<file path="src/rtl/cer_pkg.sv">
`timescale 1ns / 1ps
// ----------------------------------------------------------------------------
// cer_pkg
// Shared types and constants of the coalescing event ring
// ----------------------------------------------------------------------------
package cer_pkg;

	localparam int RING_SLOTS_DEF = 16;

	localparam int KIND_W  = 32;
	localparam int VALUE_W = 32;
	localparam int TIME_W  = 64;
	localparam int DROP_W  = 64;
	localparam int OCC_W   = 4;
	localparam int STAT_W  = 3;

	typedef enum logic [STAT_W-1:0] {
		ST_STORED    = 3'd0,
		ST_COALESCED = 3'd1,
		ST_DROPPED   = 3'd2,
		ST_POPPED    = 3'd3,
		ST_EMPTY     = 3'd4
	} cer_status_t;

	localparam logic REQ_PUSH = 1'b0;
	localparam logic REQ_POP  = 1'b1;

	typedef struct packed {
		logic store;
		logic coalesce;
		logic pop;
	} cer_act_t;

endpackage

</file>
<file path="src/rtl/coalescing_event_ring_core.sv">
`timescale 1ns / 1ps
// ----------------------------------------------------------------------------
// coalescing_event_ring_core
// Event ring with coalescing of pushes into a full ring and a drop counter
// ----------------------------------------------------------------------------
// Accepts one push or pop transaction per clock unless the input stalls. The
// input register captures the transaction when it is accepted; the result
// register is loaded from it once the result side advances, and drives the
// outputs. The ring holds RING_SLOTS-1 events; the three stores are memories
// with one write port and one registered read port that prefetches the oldest
// entry, so a pop finds it already read. The kind of the newest entry is kept
// in a register for the coalescing compare. The result side can stall; the
// input stalls only while the input register is occupied and the result
// register holds a result that is being stalled.
module coalescing_event_ring_core #(
	parameter int RING_SLOTS = cer_pkg::RING_SLOTS_DEF
) (
	input  logic                         clk,
	input  logic                         arst_n,
	input  logic                         in_valid,
	output logic                         in_stall,
	input  logic                         req_type,
	input  logic [cer_pkg::KIND_W-1:0]   event_kind,
	input  logic [cer_pkg::VALUE_W-1:0]  event_value,
	input  logic [cer_pkg::TIME_W-1:0]   time_now,
	output logic                         out_valid,
	input  logic                         out_stall,
	output logic [cer_pkg::STAT_W-1:0]   status,
	output logic [cer_pkg::KIND_W-1:0]   out_kind,
	output logic [cer_pkg::VALUE_W-1:0]  out_value,
	output logic [cer_pkg::TIME_W-1:0]   out_time,
	output logic [cer_pkg::OCC_W-1:0]    occupancy,
	output logic [cer_pkg::DROP_W-1:0]   drop_total
);

	localparam int PTR_W = $clog2(RING_SLOTS);

	logic                        vld_s1;
	logic                        req_type_s1;
	logic [cer_pkg::KIND_W-1:0]  event_kind_s1;
	logic [cer_pkg::VALUE_W-1:0] event_value_s1;
	logic [cer_pkg::TIME_W-1:0]  time_now_s1;

	logic                        out_valid_q;
	cer_pkg::cer_status_t        status_q;
	logic [cer_pkg::KIND_W-1:0]  out_kind_q;
	logic [cer_pkg::VALUE_W-1:0] out_value_q;
	logic [cer_pkg::TIME_W-1:0]  out_time_q;
	logic [cer_pkg::OCC_W-1:0]   occupancy_q;
	logic [cer_pkg::DROP_W-1:0]  drop_total_q;

	logic                        adv;
	logic                        fire;
	cer_pkg::cer_act_t           act;
	logic [PTR_W-1:0]            wr_addr;
	logic [PTR_W-1:0]            rd_addr_d;
	cer_pkg::cer_status_t        status_d;
	logic [cer_pkg::OCC_W-1:0]   occupancy_d;
	logic [cer_pkg::DROP_W-1:0]  drop_d;
	logic [cer_pkg::KIND_W-1:0]  head_kind;
	logic [cer_pkg::VALUE_W-1:0] head_value;
	logic [cer_pkg::TIME_W-1:0]  head_time;

	assign adv      = !out_valid_q || !out_stall;
	assign fire     = vld_s1 && adv;
	assign in_stall = vld_s1 && !adv;

	// input register
	always_ff @(posedge clk or negedge arst_n) begin
		if (!arst_n) begin
			vld_s1 <= 1'b0;
		end else if (!in_stall) begin
			vld_s1 <= in_valid;
		end
	end

	always_ff @(posedge clk) begin
		if (in_valid && !in_stall) begin
			req_type_s1    <= req_type;
			event_kind_s1  <= event_kind;
			event_value_s1 <= event_value;
			time_now_s1    <= time_now;
		end
	end

	cer_ctrl #(
		.RING_SLOTS(RING_SLOTS)
	) u_ctrl (
		.clk        (clk),
		.arst_n     (arst_n),
		.fire       (fire),
		.req_type   (req_type_s1),
		.event_kind (event_kind_s1),
		.act        (act),
		.wr_addr    (wr_addr),
		.rd_addr_d  (rd_addr_d),
		.status_d   (status_d),
		.occupancy_d(occupancy_d),
		.drop_d     (drop_d)
	);

	cer_slot_mem #(
		.DEPTH(RING_SLOTS),
		.WIDTH(cer_pkg::KIND_W)
	) u_kind_mem (
		.clk  (clk),
		.we   (fire && act.store),
		.waddr(wr_addr),
		.wdata(event_kind_s1),
		.raddr(rd_addr_d),
		.rdata(head_kind)
	);

	cer_slot_mem #(
		.DEPTH(RING_SLOTS),
		.WIDTH(cer_pkg::VALUE_W)
	) u_value_mem (
		.clk  (clk),
		.we   (fire && (act.store || act.coalesce)),
		.waddr(wr_addr),
		.wdata(event_value_s1),
		.raddr(rd_addr_d),
		.rdata(head_value)
	);

	cer_slot_mem #(
		.DEPTH(RING_SLOTS),
		.WIDTH(cer_pkg::TIME_W)
	) u_time_mem (
		.clk  (clk),
		.we   (fire && (act.store || act.coalesce)),
		.waddr(wr_addr),
		.wdata(time_now_s1),
		.raddr(rd_addr_d),
		.rdata(head_time)
	);

	// result register
	always_ff @(posedge clk or negedge arst_n) begin
		if (!arst_n) begin
			out_valid_q  <= 1'b0;
			drop_total_q <= '0;
		end else begin
			if (adv) begin
				out_valid_q <= vld_s1;
			end
			if (fire) begin
				drop_total_q <= drop_d;
			end
		end
	end

	always_ff @(posedge clk) begin
		if (fire) begin
			status_q    <= status_d;
			out_kind_q  <= act.pop ? head_kind : '0;
			out_value_q <= act.pop ? head_value : '0;
			out_time_q  <= act.pop ? head_time : '0;
			occupancy_q <= occupancy_d;
		end
	end

	assign out_valid  = out_valid_q;
	assign status     = status_q;
	assign out_kind   = out_kind_q;
	assign out_value  = out_value_q;
	assign out_time   = out_time_q;
	assign occupancy  = occupancy_q;
	assign drop_total = drop_total_q;

	a_drop_count: assert property (@(posedge clk) disable iff (!arst_n)
		fire && (status_d == cer_pkg::ST_COALESCED || status_d == cer_pkg::ST_DROPPED)
		|=> drop_total_q == $past(drop_total_q) + 1'b1)
		else $error("drop count did not advance on a full push");

	a_empty_occ: assert property (@(posedge clk) disable iff (!arst_n)
		out_valid_q && status_q == cer_pkg::ST_EMPTY |-> occupancy_q == '0)
		else $error("empty status with nonzero occupancy");

	a_full_occ: assert property (@(posedge clk) disable iff (!arst_n)
		out_valid_q && (status_q == cer_pkg::ST_DROPPED || status_q == cer_pkg::ST_COALESCED)
		|-> occupancy_q == cer_pkg::OCC_W'(RING_SLOTS - 1))
		else $error("full status without a full ring");

endmodule

</file>
<file path="src/rtl/cer_slot_mem.sv">
`timescale 1ns / 1ps
// ----------------------------------------------------------------------------
// cer_slot_mem
// One ring store: single write port, registered read port with write bypass
// ----------------------------------------------------------------------------
module cer_slot_mem #(
	parameter int DEPTH = cer_pkg::RING_SLOTS_DEF,
	parameter int WIDTH = cer_pkg::KIND_W,
	localparam int AW = $clog2(DEPTH)
) (
	input  logic             clk,
	input  logic             we,
	input  logic [AW-1:0]    waddr,
	input  logic [WIDTH-1:0] wdata,
	input  logic [AW-1:0]    raddr,
	output logic [WIDTH-1:0] rdata
);

	logic [WIDTH-1:0] mem [DEPTH];

	always_ff @(posedge clk) begin
		if (we) begin
			mem[waddr] <= wdata;
		end
		if (we && (waddr == raddr)) begin
			rdata <= wdata;
		end else begin
			rdata <= mem[raddr];
		end
	end

endmodule

</file>
<file path="src/rtl/cer_ctrl.sv">
`timescale 1ns / 1ps
// ----------------------------------------------------------------------------
// cer_ctrl
// Ring pointers, drop counter and per-transaction decision
// ----------------------------------------------------------------------------
module cer_ctrl #(
	parameter int RING_SLOTS = cer_pkg::RING_SLOTS_DEF,
	localparam int PTR_W = $clog2(RING_SLOTS)
) (
	input  logic                        clk,
	input  logic                        arst_n,
	input  logic                        fire,
	input  logic                        req_type,
	input  logic [cer_pkg::KIND_W-1:0]  event_kind,
	output cer_pkg::cer_act_t           act,
	output logic [PTR_W-1:0]            wr_addr,
	output logic [PTR_W-1:0]            rd_addr_d,
	output cer_pkg::cer_status_t        status_d,
	output logic [cer_pkg::OCC_W-1:0]   occupancy_d,
	output logic [cer_pkg::DROP_W-1:0]  drop_d
);

	localparam int OCC_EXT_W = (PTR_W + 1 > cer_pkg::OCC_W) ? PTR_W + 1 : cer_pkg::OCC_W;
	localparam logic [PTR_W-1:0] LAST = PTR_W'(RING_SLOTS - 1);

	logic [PTR_W-1:0]           wp_q;
	logic [PTR_W-1:0]           rp_q;
	logic [cer_pkg::DROP_W-1:0] drop_q;
	logic [cer_pkg::KIND_W-1:0] newest_kind_q;

	logic [PTR_W-1:0] wp_next;
	logic [PTR_W-1:0] wp_prev;
	logic [PTR_W-1:0] rp_next;
	logic [PTR_W-1:0] wp_d;
	logic             full;
	logic             empty;
	logic             full_push;
	logic [PTR_W:0]   diff;
	logic [PTR_W:0]   cnt;
	logic [OCC_EXT_W-1:0] occ_ext;

	assign wp_next = (wp_q == LAST) ? '0 : wp_q + 1'b1;
	assign wp_prev = (wp_q == '0) ? LAST : wp_q - 1'b1;
	assign rp_next = (rp_q == LAST) ? '0 : rp_q + 1'b1;
	assign full    = (wp_next == rp_q);
	assign empty   = (wp_q == rp_q);

	always_comb begin
		act          = '0;
		full_push    = 1'b0;
		status_d     = cer_pkg::ST_EMPTY;
		priority if (req_type == cer_pkg::REQ_PUSH) begin
			if (!full) begin
				act.store = 1'b1;
				status_d  = cer_pkg::ST_STORED;
			end else begin
				full_push = 1'b1;
				if (!empty && (newest_kind_q == event_kind)) begin
					act.coalesce = 1'b1;
					status_d     = cer_pkg::ST_COALESCED;
				end else begin
					status_d = cer_pkg::ST_DROPPED;
				end
			end
		end else if (!empty) begin
			act.pop  = 1'b1;
			status_d = cer_pkg::ST_POPPED;
		end else begin
			status_d = cer_pkg::ST_EMPTY;
		end
	end

	assign wr_addr   = act.store ? wp_q : wp_prev;
	assign wp_d      = (fire && act.store) ? wp_next : wp_q;
	assign rd_addr_d = (fire && act.pop) ? rp_next : rp_q;
	assign drop_d    = drop_q + cer_pkg::DROP_W'(full_push);

	assign diff        = {1'b0, wp_d} - {1'b0, rd_addr_d};
	assign cnt         = diff[PTR_W] ? diff + (PTR_W + 1)'(RING_SLOTS) : diff;
	assign occ_ext     = OCC_EXT_W'(cnt);
	assign occupancy_d = occ_ext[cer_pkg::OCC_W-1:0];

	always_ff @(posedge clk or negedge arst_n) begin
		if (!arst_n) begin
			wp_q   <= '0;
			rp_q   <= '0;
			drop_q <= '0;
		end else if (fire) begin
			wp_q   <= wp_d;
			rp_q   <= rd_addr_d;
			drop_q <= drop_d;
		end
	end

	always_ff @(posedge clk) begin
		if (fire && act.store) begin
			newest_kind_q <= event_kind;
		end
	end

endmodule

</file>
<file path="config.mk">
export PLATFORM = sky130hd
export DESIGN_NAME = coalescing_event_ring_core
export DESIGN_NICKNAME = d
export VERILOG_FILES = /design/src/rtl/cer_pkg.sv /design/src/rtl/coalescing_event_ring_core.sv /design/src/rtl/cer_slot_mem.sv /design/src/rtl/cer_ctrl.sv
export SDC_FILE = /design/constraint.sdc
export NUM_CORES = 2
export LEC_CHECK = 0
export BUFFER_PORTS_ARGS = -buffer_cell sky130_fd_sc_hd__buf_2
export CAP_MARGIN = 20
export CORE_MARGIN = 4
export CORE_UTILIZATION = 30
export CTS_BUF_LIST = sky130_fd_sc_hd__clkbuf_16
export DETAILED_ROUTE_END_ITERATION = 12
export REMOVE_ABC_BUFFERS = 1
export SYNTH_ARGS = -nofsm -noshare
export SYNTH_HDL_FRONTEND = slang
export SYNTH_SLANG_ARGS = --single-unit
</file>
<file path="constraint.sdc">
create_clock -name clk -period 11.6 [get_ports clk]
set_clock_uncertainty 0.05 [all_clocks]
set_input_delay 1.74 -clock clk [delete_from_list [all_inputs] [get_ports clk]]
set_output_delay 1.74 -clock clk [all_outputs]
set_load 0.03 [all_outputs]
</file>
; After elaboration in Yosys (flattened, before gate mapping)
; Memories as Yosys holds them, arrays and structs flattened. A register that Yosys moved wholly into a read port is not among the register bits.
; Cells that the tools add are included.
[word_totals]
input_bits = 133
word_cells = 67
mem_bits_rw = 2048
mem_count = 3
regBits = 370
out_inout_bits = 201
[memory_table]
columns = memory, depth, word_bits, rd, rd_clocked_by_memory_dff, wr, line
row1 = u_time_mem.mem, 16, 64, 1, 1, 1, cer_slot_mem.sv:19  ; logic [WIDTH-1:0] mem [DEPTH];
row2 = u_kind_mem.mem, 16, 32, 1, 1, 1, cer_slot_mem.sv:19
row3 = u_value_mem.mem, 16, 32, 1, 1, 1, cer_slot_mem.sv:19
[op_classes]
eq_ne = 5
n_addsub = 6
n_mux = 23
n_reduce_logical = 15
[op_table]
columns = op, n
row1 = $add A64 B1 Y64, 1
row2 = $eq A32 B32 Y1, 1
row3 = $mux W4, 7
row4 = $add A4 B1 Y4 const B, 3
row5 = $mux W1, 11
row6 = $eq A4 B4 Y1, 2
row7 = $eq A4 B4 Y1 const B, 2
row8 = $logic_and A1 B1 Y1, 7
row9 = $mux W2, 3
row10 = $mux W3, 2
row11 = $logic_not A1 Y1, 5
row12 = $sub A4 B4 Y5, 1
row13 = $logic_not A4 Y1, 1
row14 = $sub A4 B1 Y4 const B, 1
row15 = $logic_or A1 B1 Y1, 2

; Logic depth before layout (Yosys ltp)
[depth]
ltp_word = 11
depth_mapped = 17
mapped_depth_nobuf = 15

; Cells and area by module
; From an unflattened synthesis, not the netlist that was laid out.
[hier_totals]
cells_unflattened = 4356
area_unflattened_um2 = 94483.1
[modules_own_cells]
columns = module, area_each_um2, seq_area_each_um2, cells_each, instances
row1 = cer_slot_mem at u_kind_mem ..., 19293.5, 15454.8, 810, 2
row2 = cer_slot_mem at u_time_mem, 38380.6, 30829.6, 1587, 1
row3 = coalescing_event_ring_core, 11404.7, 9579.2, 551, 1
row4 = cer_ctrl, 6110.9, 2762.6, 598, 1

; Least setup slack after synthesis
; No wires, ideal clock.
[synth_timing]
path_type = input to register
from = input out_stall
to = memory u_time_mem.mem[0][0] in the netlist's numbering, enable pin
path_stages = 6
n_path_buf = 1
setup_ns = 0.668
setup_slack_ns = 0.051
t_arrival_ns = 10.831
required_ns = 10.882
path_cell_list = a21boi_1 buf_2 nand2_1 a21oi_1 nand2_1 nor3_1
[synth_between]
elab_chain_cells = 6
[synth_rtl]
columns = item, line
row1 = from (decl), coalescing_event_ring_core.sv:27  ; input logic out_stall,
row2 = $logic_not A1 Y1, coalescing_event_ring_core.sv:64  ; assign adv = !out_valid_q || !out_stall;
row3 = $logic_or A1 B1 Y1, coalescing_event_ring_core.sv:64
row4 = $logic_and A1 B1 Y1, coalescing_event_ring_core.sv:65  ; assign fire = vld_s1 && adv;
row5 = named net fire, coalescing_event_ring_core.sv:53  ; logic fire;
row6 = $logic_and A1 B1 Y1, coalescing_event_ring_core.sv:131  ; .we (fire && (act.store || act.coalesce)),
row7 = $mux W1, cer_slot_mem.sv:22  ; if (we) begin
row8 = $mux W1 (not written as such), cer_slot_mem.sv:23  ; mem[waddr] <= wdata;
row9 = to (decl), cer_slot_mem.sv:19
; The timed path passes the listed nets, and every way through them passes these cells.

; Worst setup path after layout
[layout_timing]
from = register event_kind_s1[20] in the netlist's numbering
to = memory u_time_mem.mem[11][16] in the netlist's numbering, enable pin
[layout_between]
elab_chain_cells = 9
[layout_rtl]
columns = item, line
row1 = from (decl), coalescing_event_ring_core.sv:40  ; logic [cer_pkg::KIND_W-1:0] event_kind_s1;
row2 = from (signal assigned), coalescing_event_ring_core.sv:80  ; event_kind_s1 <= event_kind;
row3 = $eq A32 B32 Y1, cer_ctrl.sv:58  ; if (!empty && (newest_kind_q == event_kind)) begin
row4 = $logic_and A1 B1 Y1, cer_ctrl.sv:58
row5 = $mux W1, cer_ctrl.sv:58
row6 = $mux W1, cer_ctrl.sv:53  ; if (!full) begin
row7 = $mux W2, cer_ctrl.sv:52  ; priority if (req_type == cer_pkg::REQ_PUSH) begin
row8 = $logic_or A1 B1 Y1, coalescing_event_ring_core.sv:131
row9 = $logic_and A1 B1 Y1, coalescing_event_ring_core.sv:131
row10 = $mux W1, cer_slot_mem.sv:22
row11 = $mux W1 (not written as such), cer_slot_mem.sv:23
; Every way passes these cells.

==> results.ini <==
[clock_tree]
cts-buffers-inserted=241
clock_tree_from_tritoncts=yes
post_cts_buffers=0
htreeDepth=4
tritoncts_num_sinks=2422
worst_skew_pair.late_latency_ns=0.86
ctsRootBufferMaster=sky130_fd_sc_hd__clkbuf_16
clk_pin_slew_worst_setup_hold_paths_ns=0.06
ctsResizeCount=0
clk_path_buf_depth=4
post_cts_hold_buffer_count=0

[min_path]
min_path_cells=1
hp-class=flip-flop to flip-flop
hold_start=u_ctrl.drop_q[63]
whs_endpoint=u_ctrl.drop_q[63]

[worst_setup_path]
reg2reg_setup_slack_ns=5.64
reg2reg_to=u_time_mem.mem[11][16]
critical_path_required_ns=12.03
crit_fanout=48
reg2reg_depth=9
critical_path.startpoint_type=flip-flop
worst-setup-path-type=flip-flop to flip-flop
worstReg2RegStart=event_kind_s1[20]
setup.worst_path.end_class=flip-flop
worstPathArrival_ns=6.39

[global_route]
grt_most_used_layer=met2
antenna_found_initial=33
global_route_wire_length_before_repair_um=309000
grt.met2_usage=0.212
number_of_global_route_vias_before_repair=42000
track_usage=0.135
largest_net_degree_at_the_start_of_global_routing=128
met3_usage=0.0303
gr_util_met1=0.192
overflow=0

[layout]
multiInputGateArea_sq_um=18100
layout_cells_sized_above_1=0.329
nFillCells=27500
fin_nets=4383
finalNonFillerCells=8392
seq_cell_area_sq_um=72300
area_growth_syn_to_layout_pct=16.4

[sta]
timing.final.max_slew_violations=0
max_slew.worst_pin.slew_ns=1.10
layout_worst_path_cycle_share=0.514
report.final.hold_viol_count=0
finalWorstPathRequiredPeriod_ns=5.96
grt_setup_unrepaired=no
slew_headroom=0.265
finalSetupTns_ns=0
setup_violations=0
clock.fmax_mhz=168

[place]
place.gp.congestion=0.741
detailed_place_hpwl_um=116000
numPlacedInstances=7954
port_buffers=333

[flow_run]
max_cap_violations=0

[route]
route.detailed.drc=0
vias_per_cell=4.85
drt_pre_antenna_iters=6
routed-via-count=40700
first_iter_violations=4242
postRouteWirelength_um=214000
average_routed_wire_per_standard_cell_um=25.5
drtAntennaViolNets=0

[synth]
synth_cell_type_count=56
synthFlopType=sky130_fd_sc_hd__edfxtp_1
netlist_area_sq_um=90900
synth_top_area_share=0.774
ys_ff_latch=2422
synth_common_cells=sky130_fd_sc_hd__edfxtp_1 (2,344), sky130_fd_sc_hd__mux4_2 (640), sky130_fd_sc_hd__and2_1 (138), sky130_fd_sc_hd__clkbuf_1 (89), sky130_fd_sc_hd__xnor2_1 (86)
synth-seq-area-share=0.796
netlist_instances=3758
synth_most_common_cell=sky130_fd_sc_hd__edfxtp_1
leading_cell_types_by_total_area_after_synthesis=sky130_fd_sc_hd__edfxtp_1 (77%), sky130_fd_sc_hd__mux4_2 (16%), sky130_fd_sc_hd__dfrtp_1 (2.0%)
ys_async_sr_fraction=0.0306
netlist.top_cell.by_area=sky130_fd_sc_hd__edfxtp_1
post_synth_edffs=2344
synth-warning-count=0
synth.avg_cell_area_sq_um=24.2

[power_and_ir_drop]
power.sequential.fraction=0.439
power-per-cell-area_nw_per_um2=236
p_switching_mw=7.11
power.static_leakage_nw=33.5
worst_ir_drop_vdd_v=0.000195
swShare=0.284
p_int_mw=17.9
p_clk_frac=0.315
power.combinational.fraction=0.245

[floorplan]
effective_utilization_at_floorplan=0.302
design.portCount=334
die-area_sq_um=312000
row_count=201
die_width_um=558
placeableCoreArea_sq_um=301000
die_y_um=558

[run_status]
status=completed

per-layer routing:
| layer | vias up | routed length (um) |
|---|---|---|
| li1 | 16900 | - |
| met1 | 22100 | 92300 |
| met2 | 1405 | 101000 |
| met3 | 304 | 16500 |
| met4 | 2 | 4370 |
| met5 | - | 13 |
registers in the layout, summed over array words and instances (netlist names), 32 cells and up, named ones only:
register,count
time_now_s1,64
u_ctrl.newest_kind_q,32
event_value_s1,32
out_value,32
u_time_mem.mem,1024
out_kind,32
u_kind_mem.mem,512
event_kind_s1,32
u_ctrl.drop_q,64
u_value_mem.mem,512
out_time,64
stage by stage:
step / setup WS (ns) / total power [mW] / utilization / cell area [sq um] / hold WS, ns
floorplan: -10.90 / 17.2 / - / 90200 / 0.393
global placement: 5.13 / 17.4 / 0.325 / 97800 / 0.408
detailed placement: 5.15 / 17.5 / 0.325 / 97800 / 0.420
CTS: 5.40 / 25.4 / 0.352 / 106000 / 0.428
global route: 5.32 / 26.1 / 0.352 / 106000 / 0.457
finish: 5.64 / 25.0 / 0.352 / 106000 / 0.421
final cells by class:
cell class / count / area share
Clock inverter: 188 / 0.0180
Multi-Input combinational cell: 1148 / 0.171
Inverter: 16 / 0.000568
Clock buffer: 242 / 0.0572
Tap cell: 3958 / 0.0468
Antenna cell: 7 / 0.000166
Timing Repair Buffer: 411 / 0.0229
Sequential cell: 2422 / 0.684
logic make-up (layout without fill, tap and decap cells):
kind of cell	after synthesis	count (layout)	synth area share
other cells	0	7	0
fa+ha+maj	10	10	0.00146
flops	2422	2422	0.796
mux	650	650	0.160
compound gates	42	42	0.00315
xor+xnor	111	111	0.0108
simple gates	335	335	0.0206
buf+inv	188	857	0.00860
critical path, stage by stage, from the launching register on:
cell and delay (ns):
sky130_fd_sc_hd__edfxtp_1 0.63, sky130_fd_sc_hd__xnor2_1 0.36, sky130_fd_sc_hd__nand4_1 0.15, sky130_fd_sc_hd__nor4_1 0.64, sky130_fd_sc_hd__nand4_1 0.41, sky130_fd_sc_hd__a21oi_1 0.67, sky130_fd_sc_hd__nand3_1 0.41, sky130_fd_sc_hd__nor2_4 0.75
sky130_fd_sc_hd__buf_4 0.61, sky130_fd_sc_hd__buf_4 0.83
power by group through the flow:
stage	logic, mW	clock network, mW	registers, mW
final	6.13	7.89	11.0
after global routing	6.57	8.47	11.1
after CTS	6.30	8.11	11.0
after detailed placement	6.28	0	11.2
after global placement	6.28	0	11.2
after floorplan	5.34	0	11.9
worst max-delay path by stage:
| stage | from | endpoint | cells past startpoint |
|---|---|---|---|
| after floorplan | flip-flop | out_kind[0] | 3 |
| after global placement | out_stall | u_time_mem.mem[14][1] | 9 |
| after detailed placement | out_stall | u_time_mem.mem[14][46] | 9 |
| after CTS | event_kind_s1[20] | u_time_mem.mem[11][16] | 9 |
| after global routing | event_kind_s1[20] | u_value_mem.mem[11][9] | 9 |
| final | event_kind_s1[20] | u_time_mem.mem[11][16] | 9 |
cell usage in the layout (no fill, tap or decap), types with 45 or more instances in the layout:
cell,synthesis,final
sky130_fd_sc_hd__buf_2,58,332
sky130_fd_sc_hd__edfxtp_1,2344,2344
sky130_fd_sc_hd__dfrtp_1,74,74
sky130_fd_sc_hd__mux4_2,640,640
sky130_fd_sc_hd__clkbuf_16,0,242
sky130_fd_sc_hd__clkinv_1,0,45
sky130_fd_sc_hd__nand2_1,49,49
sky130_fd_sc_hd__and2_1,138,137
sky130_fd_sc_hd__buf_4,1,67
sky130_fd_sc_hd__xnor2_1,86,86
sky130_fd_sc_hd__inv_1,16,49
(Power assumes the default switching activity.)
